==> config.mk <==
export PLATFORM = sky130hd
export DESIGN_NAME = market_quote_trade_csv_parser
export DESIGN_NICKNAME = d
export VERILOG_FILES = /design/src/hw/rtl/mqt_pkg.sv /design/src/hw/rtl/mqt_parse.sv /design/src/hw/rtl/market_quote_trade_csv_parser.sv
export SDC_FILE = /design/constraint.sdc
export NUM_CORES = 2
export LEC_CHECK = 0
export BUFFER_PORTS_ARGS = -buffer_cell sky130_fd_sc_hd__buf_2
export CORE_UTILIZATION = 57
export DETAILED_ROUTE_END_ITERATION = 7
export GPL_TIMING_DRIVEN = 0
export MAX_ROUTING_LAYER = met4
export PLACE_DENSITY = 0.77
export SLEW_MARGIN = 0
export SYNTH_ARGS = -nofsm -noshare
export SYNTH_HDL_FRONTEND = slang
export SYNTH_SLANG_ARGS = --single-unit
==> constraint.sdc <==
create_clock -name aclk -period 7.75 [get_ports aclk]
set_input_delay 1.1625 -clock aclk [delete_from_list [all_inputs] [get_ports aclk]]
set_output_delay 1.1625 -clock aclk [all_outputs]
set_load 0.005 [all_outputs]
==> src/hw/rtl/mqt_pkg.sv <==
`timescale 1ns / 1ps

package mqt_pkg;

    localparam int SYMBOL_CHARS = 8;
    localparam int TS_W         = 29;
    localparam int PRICE_W      = 48;
    localparam int QTY_W        = 32;

    // entries in the result queue of the top level
    localparam int OUT_QDEPTH   = 3;

    localparam logic [PRICE_W-1:0] PRICE_MAX = {PRICE_W{1'b1}};
    localparam logic [QTY_W-1:0]   QTY_MAX   = {QTY_W{1'b1}};

    localparam logic [PRICE_W-1:0] PRICE_LIM_X10000 = PRICE_MAX / 48'd10000;
    localparam logic [PRICE_W-1:0] PRICE_LIM_X1000  = PRICE_MAX / 48'd1000;
    localparam logic [PRICE_W-1:0] PRICE_LIM_X100   = PRICE_MAX / 48'd100;
    localparam logic [PRICE_W-1:0] PRICE_LIM_X10    = PRICE_MAX / 48'd10;

    // characters
    localparam logic [7:0] CH_NL    = 8'h0A;
    localparam logic [7:0] CH_HASH  = 8'h23;
    localparam logic [7:0] CH_COMMA = 8'h2C;
    localparam logic [7:0] CH_DOT   = 8'h2E;
    localparam logic [7:0] CH_0     = 8'h30;
    localparam logic [7:0] CH_9     = 8'h39;
    localparam logic [7:0] CH_Q     = 8'h51;
    localparam logic [7:0] CH_T     = 8'h54;

    // field numbers within a data line
    localparam logic [3:0] FLD_TIME = 4'd0;
    localparam logic [3:0] FLD_TYPE = 4'd1;
    localparam logic [3:0] FLD_SYM  = 4'd2;
    localparam logic [3:0] FLD_P1   = 4'd3;
    localparam logic [3:0] FLD_Q1   = 4'd4;
    localparam logic [3:0] FLD_P2   = 4'd5;
    localparam logic [3:0] FLD_Q2   = 4'd6;
    localparam logic [3:0] FLD_MAX  = 4'd15;
    localparam logic [3:0] POS_MAX  = 4'd15;
    localparam logic [3:0] TIME_POS_END = 4'd12;
    localparam logic [2:0] FRAC_DIGITS  = 3'd4;

    // record kinds
    localparam logic [1:0] KIND_QUOTE = 2'd0;
    localparam logic [1:0] KIND_TRADE = 2'd1;
    localparam logic [1:0] KIND_EOF   = 2'd2;

    // accept_kinds codes; anything else passes both kinds
    localparam logic [1:0] ACC_QUOTES = 2'd0;
    localparam logic [1:0] ACC_TRADES = 2'd1;
    localparam logic [1:0] ACC_BOTH   = 2'd2;

    typedef enum logic [1:0] {
        PH_LEAD,
        PH_COMMENT,
        PH_HEADER,
        PH_DATA
    } phase_t;

    typedef enum logic [1:0] {
        ST_PENDING,
        ST_QUOTE,
        ST_TRADE,
        ST_REJECT
    } rtype_t;

    typedef struct packed {
        logic [1:0]         kind;
        logic [TS_W-1:0]    ts;
        logic [63:0]        sym;
        logic [PRICE_W-1:0] fp;
        logic [QTY_W-1:0]   fq;
        logic [PRICE_W-1:0] sp;
        logic [QTY_W-1:0]   sq;
        logic               last;
    } rec_t;

    typedef struct packed {
        logic rec_valid;
        logic eof_valid;
        rec_t rec;
    } emit_t;

    // millisecond weight of each character position of HH:MM:SS.mmm
    function automatic logic [25:0] time_weight(input logic [3:0] pos);
        logic [25:0] w;
        case (pos)
            4'd0:    w = 26'd36000000;
            4'd1:    w = 26'd3600000;
            4'd3:    w = 26'd600000;
            4'd4:    w = 26'd60000;
            4'd6:    w = 26'd10000;
            4'd7:    w = 26'd1000;
            4'd9:    w = 26'd100;
            4'd10:   w = 26'd10;
            4'd11:   w = 26'd1;
            default: w = 26'd0;
        endcase
        return w;
    endfunction

    function automatic logic [13:0] price_scale(input logic [2:0] frac);
        logic [13:0] s;
        case (frac)
            3'd0:    s = 14'd10000;
            3'd1:    s = 14'd1000;
            3'd2:    s = 14'd100;
            3'd3:    s = 14'd10;
            default: s = 14'd1;
        endcase
        return s;
    endfunction

    function automatic logic [PRICE_W-1:0] price_limit(input logic [2:0] frac);
        logic [PRICE_W-1:0] l;
        case (frac)
            3'd0:    l = PRICE_LIM_X10000;
            3'd1:    l = PRICE_LIM_X1000;
            3'd2:    l = PRICE_LIM_X100;
            3'd3:    l = PRICE_LIM_X10;
            default: l = PRICE_MAX;
        endcase
        return l;
    endfunction

    function automatic logic is_price_field(input rtype_t rt, input logic [3:0] f);
        logic r;
        case (rt)
            ST_QUOTE: r = (f == FLD_P1) || (f == FLD_P2);
            ST_TRADE: r = (f == FLD_P1);
            default:  r = 1'b0;
        endcase
        return r;
    endfunction

    function automatic logic is_qty_field(input rtype_t rt, input logic [3:0] f);
        logic r;
        case (rt)
            ST_QUOTE: r = (f == FLD_Q1) || (f == FLD_Q2);
            ST_TRADE: r = (f == FLD_Q1);
            default:  r = 1'b0;
        endcase
        return r;
    endfunction

endpackage

==> src/hw/rtl/mqt_parse.sv <==
`timescale 1ns / 1ps

module mqt_parse (
    input  logic                 aclk,
    input  logic                 aresetn,
    input  logic                 in_valid,
    input  logic [7:0]           in_byte,
    input  logic                 in_eof,
    input  logic [1:0]           accept_kinds,
    output mqt_pkg::emit_t       emit
);

    mqt_pkg::phase_t phase_reg, phase_next;
    logic            end_reg, end_next;

    logic [3:0]                  fld_reg, fld_next;
    logic [3:0]                  pos_reg, pos_next;
    logic [mqt_pkg::TS_W-1:0]    ts_reg, ts_next;
    mqt_pkg::rtype_t             rtype_reg, rtype_next;
    logic [7:0][7:0]             sym_reg, sym_next;
    logic [3:0]                  symlen_reg, symlen_next;
    logic [mqt_pkg::PRICE_W-1:0] pacc_reg, pacc_next;
    logic [2:0]                  frac_reg, frac_next;
    logic                        point_reg, point_next;
    logic [mqt_pkg::QTY_W-1:0]   qacc_reg, qacc_next;
    logic                        qstop_reg, qstop_next;
    logic [mqt_pkg::PRICE_W-1:0] hfp_reg, hfp_next;
    logic [mqt_pkg::QTY_W-1:0]   hfq_reg, hfq_next;
    logic [mqt_pkg::PRICE_W-1:0] hsp_reg, hsp_next;
    logic                        skip_reg, skip_next;

    logic                        live;
    logic                        is_digit;
    logic                        is_comma;
    logic [3:0]                  dig;
    logic [3:0]                  fld_inc;
    logic [3:0]                  pos_inc;
    logic [29:0]                 tprod;
    logic [61:0]                 pprod;
    logic [mqt_pkg::PRICE_W-1:0] pv;
    logic [51:0]                 pstep;
    logic [35:0]                 qstep;
    logic                        rec_ok;
    logic                        line_clr;
    mqt_pkg::rec_t               rec;

    assign live     = in_valid && !end_reg;
    assign is_digit = (in_byte >= mqt_pkg::CH_0) && (in_byte <= mqt_pkg::CH_9);
    assign is_comma = (in_byte == mqt_pkg::CH_COMMA);
    assign dig      = is_digit ? 4'(in_byte - mqt_pkg::CH_0) : 4'd0;
    assign fld_inc  = (fld_reg == mqt_pkg::FLD_MAX) ? fld_reg : fld_reg + 4'd1;
    assign pos_inc  = (pos_reg == mqt_pkg::POS_MAX) ? pos_reg : pos_reg + 4'd1;

    // digit contribution of the time field, and the price scaled to four fraction digits
    assign tprod = 30'(dig) * 30'(mqt_pkg::time_weight(pos_reg));
    assign pprod = pacc_reg * mqt_pkg::price_scale(frac_reg);
    assign pv    = (pacc_reg > mqt_pkg::price_limit(frac_reg)) ? mqt_pkg::PRICE_MAX
                                                                 : pprod[mqt_pkg::PRICE_W-1:0];
    assign pstep = {1'b0, pacc_reg, 3'b000} + {3'b000, pacc_reg, 1'b0} + 52'(dig);
    assign qstep = {1'b0, qacc_reg, 3'b000} + {3'b000, qacc_reg, 1'b0} + 36'(dig);

    assign rec_ok = ((rtype_reg == mqt_pkg::ST_QUOTE) && (accept_kinds != mqt_pkg::ACC_TRADES))
                 || ((rtype_reg == mqt_pkg::ST_TRADE) && (accept_kinds != mqt_pkg::ACC_QUOTES));

    // record of the line now ending, with the open field folded in
    always_comb begin
        rec      = '0;
        rec.ts   = ts_reg;
        rec.sym  = sym_reg;
        rec.last = !in_eof;
        rec.fp   = (fld_reg == mqt_pkg::FLD_P1) ? pv : hfp_reg;
        if (rtype_reg == mqt_pkg::ST_QUOTE) begin
            rec.kind = mqt_pkg::KIND_QUOTE;
            rec.fq   = (fld_reg == mqt_pkg::FLD_Q1) ? qacc_reg : hfq_reg;
            rec.sp   = (fld_reg == mqt_pkg::FLD_P2) ? pv : hsp_reg;
            rec.sq   = (fld_reg >= mqt_pkg::FLD_Q2) ? qacc_reg : '0;
        end else begin
            rec.kind = mqt_pkg::KIND_TRADE;
            rec.fq   = (fld_reg >= mqt_pkg::FLD_Q1) ? qacc_reg : '0;
        end
    end

    // file phase next state
    always_comb begin
        phase_next = phase_reg;
        if (live && !in_eof) begin
            case (phase_reg)
                mqt_pkg::PH_LEAD: begin
                    if (in_byte == mqt_pkg::CH_HASH) begin
                        phase_next = mqt_pkg::PH_COMMENT;
                    end else if (in_byte != mqt_pkg::CH_NL) begin
                        phase_next = mqt_pkg::PH_HEADER;
                    end
                end
                mqt_pkg::PH_COMMENT: begin
                    if (in_byte == mqt_pkg::CH_NL) begin
                        phase_next = mqt_pkg::PH_LEAD;
                    end
                end
                mqt_pkg::PH_HEADER: begin
                    if (in_byte == mqt_pkg::CH_NL) begin
                        phase_next = mqt_pkg::PH_DATA;
                    end
                end
                default: begin
                    phase_next = mqt_pkg::PH_DATA;
                end
            endcase
        end
    end

    // line datapath and results
    always_comb begin
        end_next    = end_reg;
        fld_next    = fld_reg;
        pos_next    = pos_reg;
        ts_next     = ts_reg;
        rtype_next  = rtype_reg;
        sym_next    = sym_reg;
        symlen_next = symlen_reg;
        pacc_next   = pacc_reg;
        frac_next   = frac_reg;
        point_next  = point_reg;
        qacc_next   = qacc_reg;
        qstop_next  = qstop_reg;
        hfp_next    = hfp_reg;
        hfq_next    = hfq_reg;
        hsp_next    = hsp_reg;
        skip_next   = skip_reg;
        emit        = '0;
        emit.rec    = rec;
        line_clr    = 1'b0;

        if (live) begin
            if (in_eof) begin
                end_next       = 1'b1;
                emit.eof_valid = 1'b1;
                emit.rec_valid = (phase_reg == mqt_pkg::PH_DATA) && rec_ok;
            end else if (phase_reg == mqt_pkg::PH_HEADER) begin
                line_clr = (in_byte == mqt_pkg::CH_NL);
            end else if (phase_reg == mqt_pkg::PH_DATA) begin
                if (in_byte == mqt_pkg::CH_NL) begin
                    emit.rec_valid = rec_ok;
                    line_clr       = 1'b1;
                end else if (rtype_reg != mqt_pkg::ST_REJECT
                             && !(skip_reg && is_comma)) begin
                    skip_next = 1'b0;
                    if (is_comma) begin
                        // close the field: latch price or quantity it carried
                        if (fld_reg == mqt_pkg::FLD_P1) begin
                            hfp_next = pv;
                        end
                        if (rtype_reg == mqt_pkg::ST_QUOTE) begin
                            if (fld_reg == mqt_pkg::FLD_Q1) begin
                                hfq_next = qacc_reg;
                            end
                            if (fld_reg == mqt_pkg::FLD_P2) begin
                                hsp_next = pv;
                            end
                        end
                        if (fld_reg == mqt_pkg::FLD_TYPE
                            && rtype_reg == mqt_pkg::ST_PENDING) begin
                            rtype_next = mqt_pkg::ST_REJECT;
                        end else begin
                            fld_next = fld_inc;
                            pos_next = 4'd0;
                            if (mqt_pkg::is_price_field(rtype_reg, fld_inc)) begin
                                pacc_next  = '0;
                                frac_next  = 3'd0;
                                point_next = 1'b0;
                            end
                            if (mqt_pkg::is_qty_field(rtype_reg, fld_inc)) begin
                                qacc_next  = '0;
                                qstop_next = 1'b0;
                            end
                            if (rtype_reg == mqt_pkg::ST_TRADE
                                && fld_inc == mqt_pkg::FLD_P1) begin
                                skip_next = 1'b1;
                            end
                        end
                    end else if (fld_reg == mqt_pkg::FLD_TIME) begin
                        if (pos_reg < mqt_pkg::TIME_POS_END) begin
                            ts_next = ts_reg + tprod[mqt_pkg::TS_W-1:0];
                        end
                        pos_next = pos_inc;
                    end else if (fld_reg == mqt_pkg::FLD_TYPE) begin
                        if (pos_reg != 4'd0) begin
                            rtype_next = mqt_pkg::ST_REJECT;
                        end else if (in_byte == mqt_pkg::CH_Q) begin
                            rtype_next = mqt_pkg::ST_QUOTE;
                        end else if (in_byte == mqt_pkg::CH_T) begin
                            rtype_next = mqt_pkg::ST_TRADE;
                        end else begin
                            rtype_next = mqt_pkg::ST_REJECT;
                        end
                        pos_next = pos_inc;
                    end else if (fld_reg == mqt_pkg::FLD_SYM) begin
                        if (symlen_reg < 4'(mqt_pkg::SYMBOL_CHARS)) begin
                            sym_next[symlen_reg[2:0]] = in_byte;
                            symlen_next = symlen_reg + 4'd1;
                        end
                    end else if (mqt_pkg::is_price_field(rtype_reg, fld_reg)) begin
                        if (in_byte == mqt_pkg::CH_DOT) begin
                            point_next = 1'b1;
                        end else if (!(point_reg && frac_reg >= mqt_pkg::FRAC_DIGITS)
                                     && is_digit) begin
                            pacc_next = (pstep[51:mqt_pkg::PRICE_W] != '0)
                                      ? mqt_pkg::PRICE_MAX : pstep[mqt_pkg::PRICE_W-1:0];
                            if (point_reg) begin
                                frac_next = frac_reg + 3'd1;
                            end
                        end
                    end else if (mqt_pkg::is_qty_field(rtype_reg, fld_reg)) begin
                        if (!qstop_reg) begin
                            if (!is_digit) begin
                                qstop_next = 1'b1;
                            end else begin
                                qacc_next = (qstep[35:mqt_pkg::QTY_W] != '0)
                                          ? mqt_pkg::QTY_MAX : qstep[mqt_pkg::QTY_W-1:0];
                            end
                        end
                    end
                end
            end
        end

        if (line_clr) begin
            fld_next    = '0;
            pos_next    = '0;
            ts_next     = '0;
            rtype_next  = mqt_pkg::ST_PENDING;
            sym_next    = '0;
            symlen_next = '0;
            pacc_next   = '0;
            frac_next   = '0;
            point_next  = 1'b0;
            qacc_next   = '0;
            qstop_next  = 1'b0;
            hfp_next    = '0;
            hfq_next    = '0;
            hsp_next    = '0;
            skip_next   = 1'b0;
        end
    end

    always_ff @(posedge aclk) begin
        if (!aresetn) begin
            phase_reg <= mqt_pkg::PH_LEAD;
            end_reg   <= 1'b0;
        end else begin
            phase_reg <= phase_next;
            end_reg   <= end_next;
        end
    end

    // line state is cleared when the header line ends, before any data is parsed
    always_ff @(posedge aclk) begin
        fld_reg    <= fld_next;
        pos_reg    <= pos_next;
        ts_reg     <= ts_next;
        rtype_reg  <= rtype_next;
        sym_reg    <= sym_next;
        symlen_reg <= symlen_next;
        pacc_reg   <= pacc_next;
        frac_reg   <= frac_next;
        point_reg  <= point_next;
        qacc_reg   <= qacc_next;
        qstop_reg  <= qstop_next;
        hfp_reg    <= hfp_next;
        hfq_reg    <= hfq_next;
        hsp_reg    <= hsp_next;
        skip_reg   <= skip_next;
    end

endmodule

==> src/hw/rtl/market_quote_trade_csv_parser.sv <==
`timescale 1ns / 1ps

// Market-data CSV parser for quote and trade lines. Feed the file one byte per
// transaction on the slave stream, then one transaction with s_tuser high to mark
// end of file. Leading empty and '#' lines and the header line are skipped; each
// data line whose second field is exactly Q or T becomes one record on the master
// stream when its newline (or end of file) arrives, filtered by cfg_data
// (0 quotes only, 1 trades only, 2 or 3 both). End of file always yields a final
// marker with kind 2 and tlast high. The parser takes one byte per clock: all
// per-byte work is a single registered pass, and results go into a three-entry
// output queue, so s_tready stays high as long as at most one result is waiting.
// After end of file, bytes are still accepted and dropped until reset. Write the
// configuration only while the block is idle; there is no clearing pass after reset.
module market_quote_trade_csv_parser (
    input  logic         aclk,
    input  logic         aresetn,

    // configuration: accept_kinds
    input  logic         cfg_valid,
    output logic         cfg_ready,
    input  logic [1:0]   cfg_data,

    input  logic         s_tvalid,
    output logic         s_tready,
    input  logic [7:0]   s_tdata,   // [7:0] data_byte
    input  logic         s_tuser,   // [0] end_of_file

    output logic         m_tvalid,
    input  logic         m_tready,
    // [28:0] timestamp_ms, [92:29] symbol_chars, [140:93] first_price,
    // [172:141] first_quantity, [220:173] second_price, [252:221] second_quantity,
    // [255:253] zero
    output logic [255:0] m_tdata,
    output logic [1:0]   m_tuser,   // [1:0] record_kind
    output logic         m_tlast    // last_of_run
);

    logic [1:0]     accept_kinds_reg;
    logic [1:0]     count_reg, count_next;
    mqt_pkg::rec_t  q_reg [mqt_pkg::OUT_QDEPTH];
    mqt_pkg::rec_t  q_next [mqt_pkg::OUT_QDEPTH];
    mqt_pkg::emit_t emit;
    mqt_pkg::rec_t  marker;
    logic           s_acc;
    logic           pop;
    logic [1:0]     wr_idx;

    assign cfg_ready = 1'b1;
    assign s_tready  = (count_reg < 2'd2);
    assign s_acc     = s_tvalid && s_tready;
    assign m_tvalid  = (count_reg != 2'd0);
    assign pop       = m_tvalid && m_tready;

    always_ff @(posedge aclk) begin
        if (!aresetn) begin
            accept_kinds_reg <= mqt_pkg::ACC_BOTH;
        end else if (cfg_valid && cfg_ready) begin
            accept_kinds_reg <= cfg_data;
        end
    end

    mqt_parse u_parse (
        .aclk         (aclk),
        .aresetn      (aresetn),
        .in_valid     (s_acc),
        .in_byte      (s_tdata),
        .in_eof       (s_tuser),
        .accept_kinds (accept_kinds_reg),
        .emit         (emit)
    );

    // end-of-file marker: kind 2, tlast high, everything else zero
    always_comb begin
        marker      = '0;
        marker.kind = mqt_pkg::KIND_EOF;
        marker.last = 1'b1;
    end

    // output queue: head at entry 0; shift down on pop, then append up to two results
    always_comb begin
        q_next = q_reg;
        if (pop) begin
            q_next[0] = q_reg[1];
            q_next[1] = q_reg[2];
        end
        wr_idx = count_reg - 2'(pop);
        if (emit.rec_valid) begin
            q_next[wr_idx] = emit.rec;
        end
        if (emit.eof_valid) begin
            q_next[wr_idx + 2'(emit.rec_valid)] = marker;
        end
        count_next = wr_idx + 2'(emit.rec_valid) + 2'(emit.eof_valid);
    end

    always_ff @(posedge aclk) begin
        if (!aresetn) begin
            count_reg <= 2'd0;
        end else begin
            count_reg <= count_next;
        end
    end

    // hold payload; only the count needs reset
    always_ff @(posedge aclk) begin
        q_reg <= q_next;
    end

    assign m_tdata = {3'b000, q_reg[0].sq, q_reg[0].sp, q_reg[0].fq,
                      q_reg[0].fp, q_reg[0].sym, q_reg[0].ts};
    assign m_tuser = q_reg[0].kind;
    assign m_tlast = q_reg[0].last;

endmodule

# Word level (Yosys, flattened, before mapping)
# Memory sizes are Yosys's and may differ from the RTL's. A register that Yosys moved wholly into a read port is not among the register bits.
# Cells that the tools add are included.
# word_totals
word_cells,340
n_memories,1
output_inout_bits,262
in_bits,16
reg_bits,1096
romBits,368
# mem_list
memory,words,width,rd,rd_ports_with_merged_regs,write_ports,line_no,text
(no name shown),16,23,1,1,0,mqt_pkg.sv:88,case (pos)
# classes
reduce_logical,58
n_addsub,13
bitwise,12
eq_ne,42
order_cmp,15
n_mux,147
mul,2
# op_table
operator,n
$mux W768,2
$demux W256 S2,2
$bwmux W768,1
$and A762 B762 Y762,1
$not A762 Y762,1
$mux W48,13
$mux W256,2
$mux W512,1
$mux W32,15
$pmux W48 S4,1
$mux W80,1
$mux W1,70
$bwmux W64,1
$pmux W14 S4,1
$add A51 B49 Y52,1
$add A52 B4 Y52,1
$gt A48 B48 Y1,1
$mul A48 B14 Y48,1
$add A35 B33 Y36,1
$add A36 B4 Y36,1
$mux W4,9
$mux W3,10
$reduce_and A15 Y1,2
$add A29 B29 Y29,1
56 further kinds,149

# Logic depth before layout (Yosys ltp)
# logic_depth
depth_word,30
ltp_mapped,30
ltp_nobuf,28

# Modules after synthesis
# A second synthesis with hierarchy kept.
# hier_totals
hier_cells,8862
area_unflattened_um2,73609.3
# modules_own_cells
mod,area_per_inst_um2,cells_each,seq_area_each_um2,instances
mqt_parse,38989.9,4596,6866.6,1
market_quote_trade_csv_parser,34619.5,4266,15454.8,1

# Worst setup path before layout
# OpenSTA, ideal clock, no wires.
# synth_path
kind,register to register
from,register u_parse.frac_reg[0]
to,register q_reg[137] (netlist bit)
setup_ns,0.058
required_time_ns,7.692
arrival_ns,7.536
path_stages_with_launch,29
synth_period_minus_slack_ns,7.594
slack_ns,0.156
path_cell_list,dfxtp_1 -> ha_1 -> nor2b_1 -> clkbuf_1 -> clkbuf_1 -> clkbuf_1 -> clkbuf_1 -> nand2_1 -> fa_1 -> fa_1 -> inv_1 -> fa_1 -> fa_1 -> fa_1 -> inv_1 -> fa_1 -> inv_1 -> ha_1 -> clkbuf_1 -> a21oi_1 -> o21ai_0 -> or4_1 -> o21a_1 -> a221o_1 -> a21oi_1 -> xnor2_1 -> nor2_1 -> a2111oi_0 -> a31o_2
# synth_rtl
item,line_no,text
from (decl),mqt_parse.sv:23,"logic [2:0] frac_reg, frac_next;"
from (signal assigned),mqt_parse.sv:265,frac_reg <= frac_next;
to (signal assigned),market_quote_trade_csv_parser.sv:106,q_reg <= q_next;
to (decl),market_quote_trade_csv_parser.sv:40,mqt_pkg::rec_t q_reg [mqt_pkg::OUT_QDEPTH];

# Worst setup path in the final report
# layout_path
from,register u_parse.frac_reg[2]
to,register u_parse.hfp_reg[0] (netlist bit)
# layout_between
elab_chain_len,5
# layout_lines
item,line_no,text
$eq A3 B2 Y1 (tied with other cells),"mqt_pkg.sv:105, mqt_pkg.sv:117",
$pmux W14 S4 / $pmux W48 S4 (equally long branches),"mqt_pkg.sv:105, mqt_pkg.sv:117",
$mul A48 B14 Y48 / $gt A48 B48 Y1 (equally long branches),"mqt_parse.sv:56, mqt_parse.sv:57",
$mux W48 (*),mqt_parse.sv:57,assign pv = (pacc_reg > mqt_pkg::price_limit(frac_reg)) ? mqt_pkg::PRICE_MAX
$mux W48 (*),n/a,
to (signal assigned),mqt_parse.sv:269,hfp_reg <= hfp_next;
to (decl),mqt_parse.sv:27,"logic [mqt_pkg::PRICE_W-1:0] hfp_reg, hfp_next;"
# Mark *: on every way between the ends. The rest lies on a longest branch, timed or not.
# A chain may end at the register's enable or synchronous reset.

==> results by group <==
Cells and area
  • Fin area: 81,330 µm²
  • Share of cells above drive strength 1: 0.1038
  • Layout area overhead: 12.08%
  • Flip-flop count of the largest register after layout: 512
  • Post-layout util: 0.6460
  • Filler cell count in the final layout: 11,180
  • Layout Cells excl Fill: 11,460
  • Fin nets: 10,570

Global routing
  • Vias in the first global route: 65,090
  • Initial antenna violation count: 9
  • Pin count of the biggest net entering global routing: 19
  • First-pass GRT wire length: 380.5 mm
  • Total gr overflow: 0
  • Met1 usage: 0.4989
  • All-Layer GR Usage: 0.3968
  • GR peak layer: met2
  • Met2 usage: 0.6032
  • Met3 Usage GRT: 0.08157

Critical path
  • Startpoint types: register
  • R2R Path End: u_parse.hfp_reg[0]
  • Critical path capture point type: register
  • Critical path fanouts, max: 18
  • CP Data Required Time: 8340 ps
  • Critical path arrival: 8310 ps
  • Setup CP Type: register to register
  • Worst r2r path cells: 18
  • Launch point of the worst reg-to-reg path: u_parse.frac_reg[2]
  • Register-to-register setup slack: 30 ps

Place
  • Port Buf Inserts: 271
  • Cell Area, Placed: 76,030 µm²
  • Routability Congestion: 1.034
  • Pre-CTS setup slack: -2571 ps
  • Placed cells: 11,220
  • Post-DP HPWL: 197.0 mm

Floorplan
  • Full die area: 128,700 µm²
  • Die Span Y: 358.8 µm
  • CORE AREA: 125,900 µm²
  • Width of the die: 358.8 µm
  • Boundary pin count: 278
  • Starting Density: 0.5764
  • Row count: 130

Pwr
  • PD cells: 158.5 nW/µm²
  • P_leak: 36.96 nW
  • Worst IR Drop VDD: 0.2117 mV
  • Power Total: 12.89 mW

Timing
  • Unrepaired setup endpoints after global routing: yes
  • Endpoints failing setup: 0
  • Min Hold Slack: 446.5 ps
  • Clock Skews: 50.41 ps
  • Tightest Pin Transition: 1572 ps
  • Max-slew headroom: -0.04780
  • Max Clk Rate: 129.6 MHz
  • Fin crit period: 7719 ps
  • Slack of the critical path: 31.09 ps
  • Final hold vios: 0
  • Setup TNS: 0 ps
  • Fin crit share: 0.9960
  • Pins Over Slew Limit: 44

Logic synthesis
  • Seq/Total Area, Yosys: 0.3076
  • Post-synthesis register bit count: 1,115
  • Mapped cell area: 72,560 µm²
  • Synth warnings: 0
  • Post-synth EDFFs: 0
  • Top FF cell, synth: dfxtp_1
  • Avg Cell Area, Syn: 7.807 µm²
  • Async SR Flop Fraction: 0
  • Gate Count Post-Synth: 9,295
  • Unique masters post-synth: 95

Flow run
  • Max_cap viols: 4

Outcome
  • Status: finished with violations
  • Violations in the final reports: max-capacitance violations, max-slew violations

Routing
  • Drt pass-1 iters: 7
  • Vias per Instance: 5.966
  • DR vias: 68,360
  • DRC viols: 0
  • Per-cell routed wire length: 22.09 µm
  • Final wirelength: 253.1 mm
  • Initial DRC Count: 6,808
  • ANT nets after route: 0

Min path
  • Hold EP: q_reg[77]
  • WHS Path Cells: 2
  • Hold Startpoint: q_reg[77]
  • Hold Crit Class: register to register

CTS
  • Clk_lat worst skew: 790 ps
  • CTS Buf Count: 115
  • CTS max path bufs: 3
  • H-tree depth: 3
  • Clk root buf: clkbuf_16
  • CTS tree: done
  • Clock-pin slew on the worst setup and hold paths: 70 ps
  • Clock sinks: 1,115
  • Post-CTS Hold Buffers: 0
-- logic make-up after synthesis --
| logic type | after synthesis | synth area share |
|---|---|---|
| xor gates and xnor gates | 156 | 0.01883 |
| muxes | 153 | 0.02116 |
| adders and majority gates | 846 | 0.1936 |
| buffers and inverters | 1464 | 0.09013 |
| DFF | 1115 | 0.3076 |
| AOI/OAI and AO/OA | 2108 | 0.1705 |
| and+or+nand+nor | 3451 | 0.1981 |
| other | 2 | 0.0001035 |
-- worst max-delay path by stage --
stage	end	cells after the start	start
finish	u_parse.hfp_reg[0]	18	u_parse.frac_reg[2]
global route	q_reg[334]	28	u_parse.frac_reg[0]
CTS	m_tdata[210]	29	u_parse.frac_reg[0]
detailed placement	q_reg[329]	28	u_parse.frac_reg[0]
global placement	q_reg[329]	28	u_parse.frac_reg[0]
floorplan	q_reg[137]	28	u_parse.frac_reg[0]
-- per-layer routing --
| metal | routed length [µm] | share of wire | vias up |
|---|---|---|---|
| li1 | - | - | 31420 |
| met1 | 101000 | 0.40 | 32830 |
| met2 | 112200 | 0.44 | 3390 |
| met3 | 25790 | 0.10 | 719 |
| met4 | 14200 | 0.056 | 0 |
| met5 | 0 | 0 | - |
-- worst max-delay path: stages (launching register included) --
cell	delay [ps]
dfxtp_1	350
buf_2	320
inv_1	150
clkbuf_4	250
ha_1	220
clkbuf_1	180
nor4_4	690
clkdlybuf4s15_1	930
ha_1	400
nor4b_1	380
nand4b_1	200
nand3b_1	270
o32ai_2	880
nor2_2	220
buf_2	280
a21oi_1	850
o21ai_0	530
mux2i_1	310
nor2_1	60
-- power by group --
part           total [mW]  internal (mW)  switching [mW]
logic                1.28          0.183            1.10
clock network        5.84           3.31            2.53
registers            5.77           5.75          0.0183
-- repair_timing --
action                                  4_1_cts  5_1_grt
buffers inserted                             18        9
pin swaps                                    18       22
gates resized for setup                     199      146
endpoints found under the setup margin      374      285
-- synth_stat cells (all sizes together), types with 13 or more instances --
cell type  count  area (µm²)
fa           461        9229
a311oi        24       210.2
nor3          94       475.5
a21oi       1181        5914
mux2i        150        1501
o221ai        13       113.9
dfxtp       1115       22320
nand2       1941        7286
o22ai         31       214.0
o21bai        31       232.7
a21o          75       563.0
clkbuf       567        2131
o21ai        261        1306
a22o          39       341.6
nand3        193       965.9
xor2          44       385.4
nor4          13       96.34
a211oi        99       743.2
buf          307        2195
o21a          43       322.8
nand4         20       125.1
inv          589        2211
o211ai        47       357.8
a22oi         65       488.0
and2          95       594.3
a31oi         96       615.6
nand2b        40       250.2
ha           385        4817
nor2b         24       150.1
xnor2        112       980.9
or3           14       87.58
and3          92       575.6
nor2         862        3246
-- cell type report --
type                       instances  area (µm²)  area share
timing repair buffer             299        1590     0.01955
sequential                      1115       22330      0.2745
multi-input combinational       6718       44680      0.5494
clock buffer                     165        3346     0.04114
clock inverter                    50       606.8    0.007462
inverter                         590        2215     0.02723
antenna                            5       12.51   0.0001538
tap                             1650        2064     0.02539
buffer                           865        4484     0.05514
-- cells in the final DEF, fill, tap and decap left out, drive strengths merged, types with 13 or more instances in the layout --
cell type | synthesis | layout
nand2 | 1941 | 1941
a21oi | 1181 | 1181
dfxtp | 1115 | 1115
nor2 | 862 | 862
clkbuf | 567 | 713
buf | 307 | 615
inv | 589 | 596
fa | 461 | 461
ha | 385 | 385
o21ai | 261 | 261
nand3 | 193 | 193
mux2i | 150 | 150
xnor2 | 112 | 112
a211oi | 99 | 99
a31oi | 96 | 96
and2 | 95 | 95
nor3 | 94 | 94
and3 | 92 | 92
a21o | 75 | 75
a22oi | 65 | 65
o211ai | 47 | 47
xor2 | 44 | 44
o21a | 43 | 43
nand2b | 40 | 40
a22o | 39 | 39
clkinv | 1 | 33
o21bai | 31 | 31
o22ai | 31 | 31
a311oi | 24 | 24
nor2b | 24 | 24
nand4 | 20 | 20
or3 | 14 | 14
o221ai | 13 | 13
nor4 | 13 | 13
No activity file was read; power rests on OpenSTA's default activity.
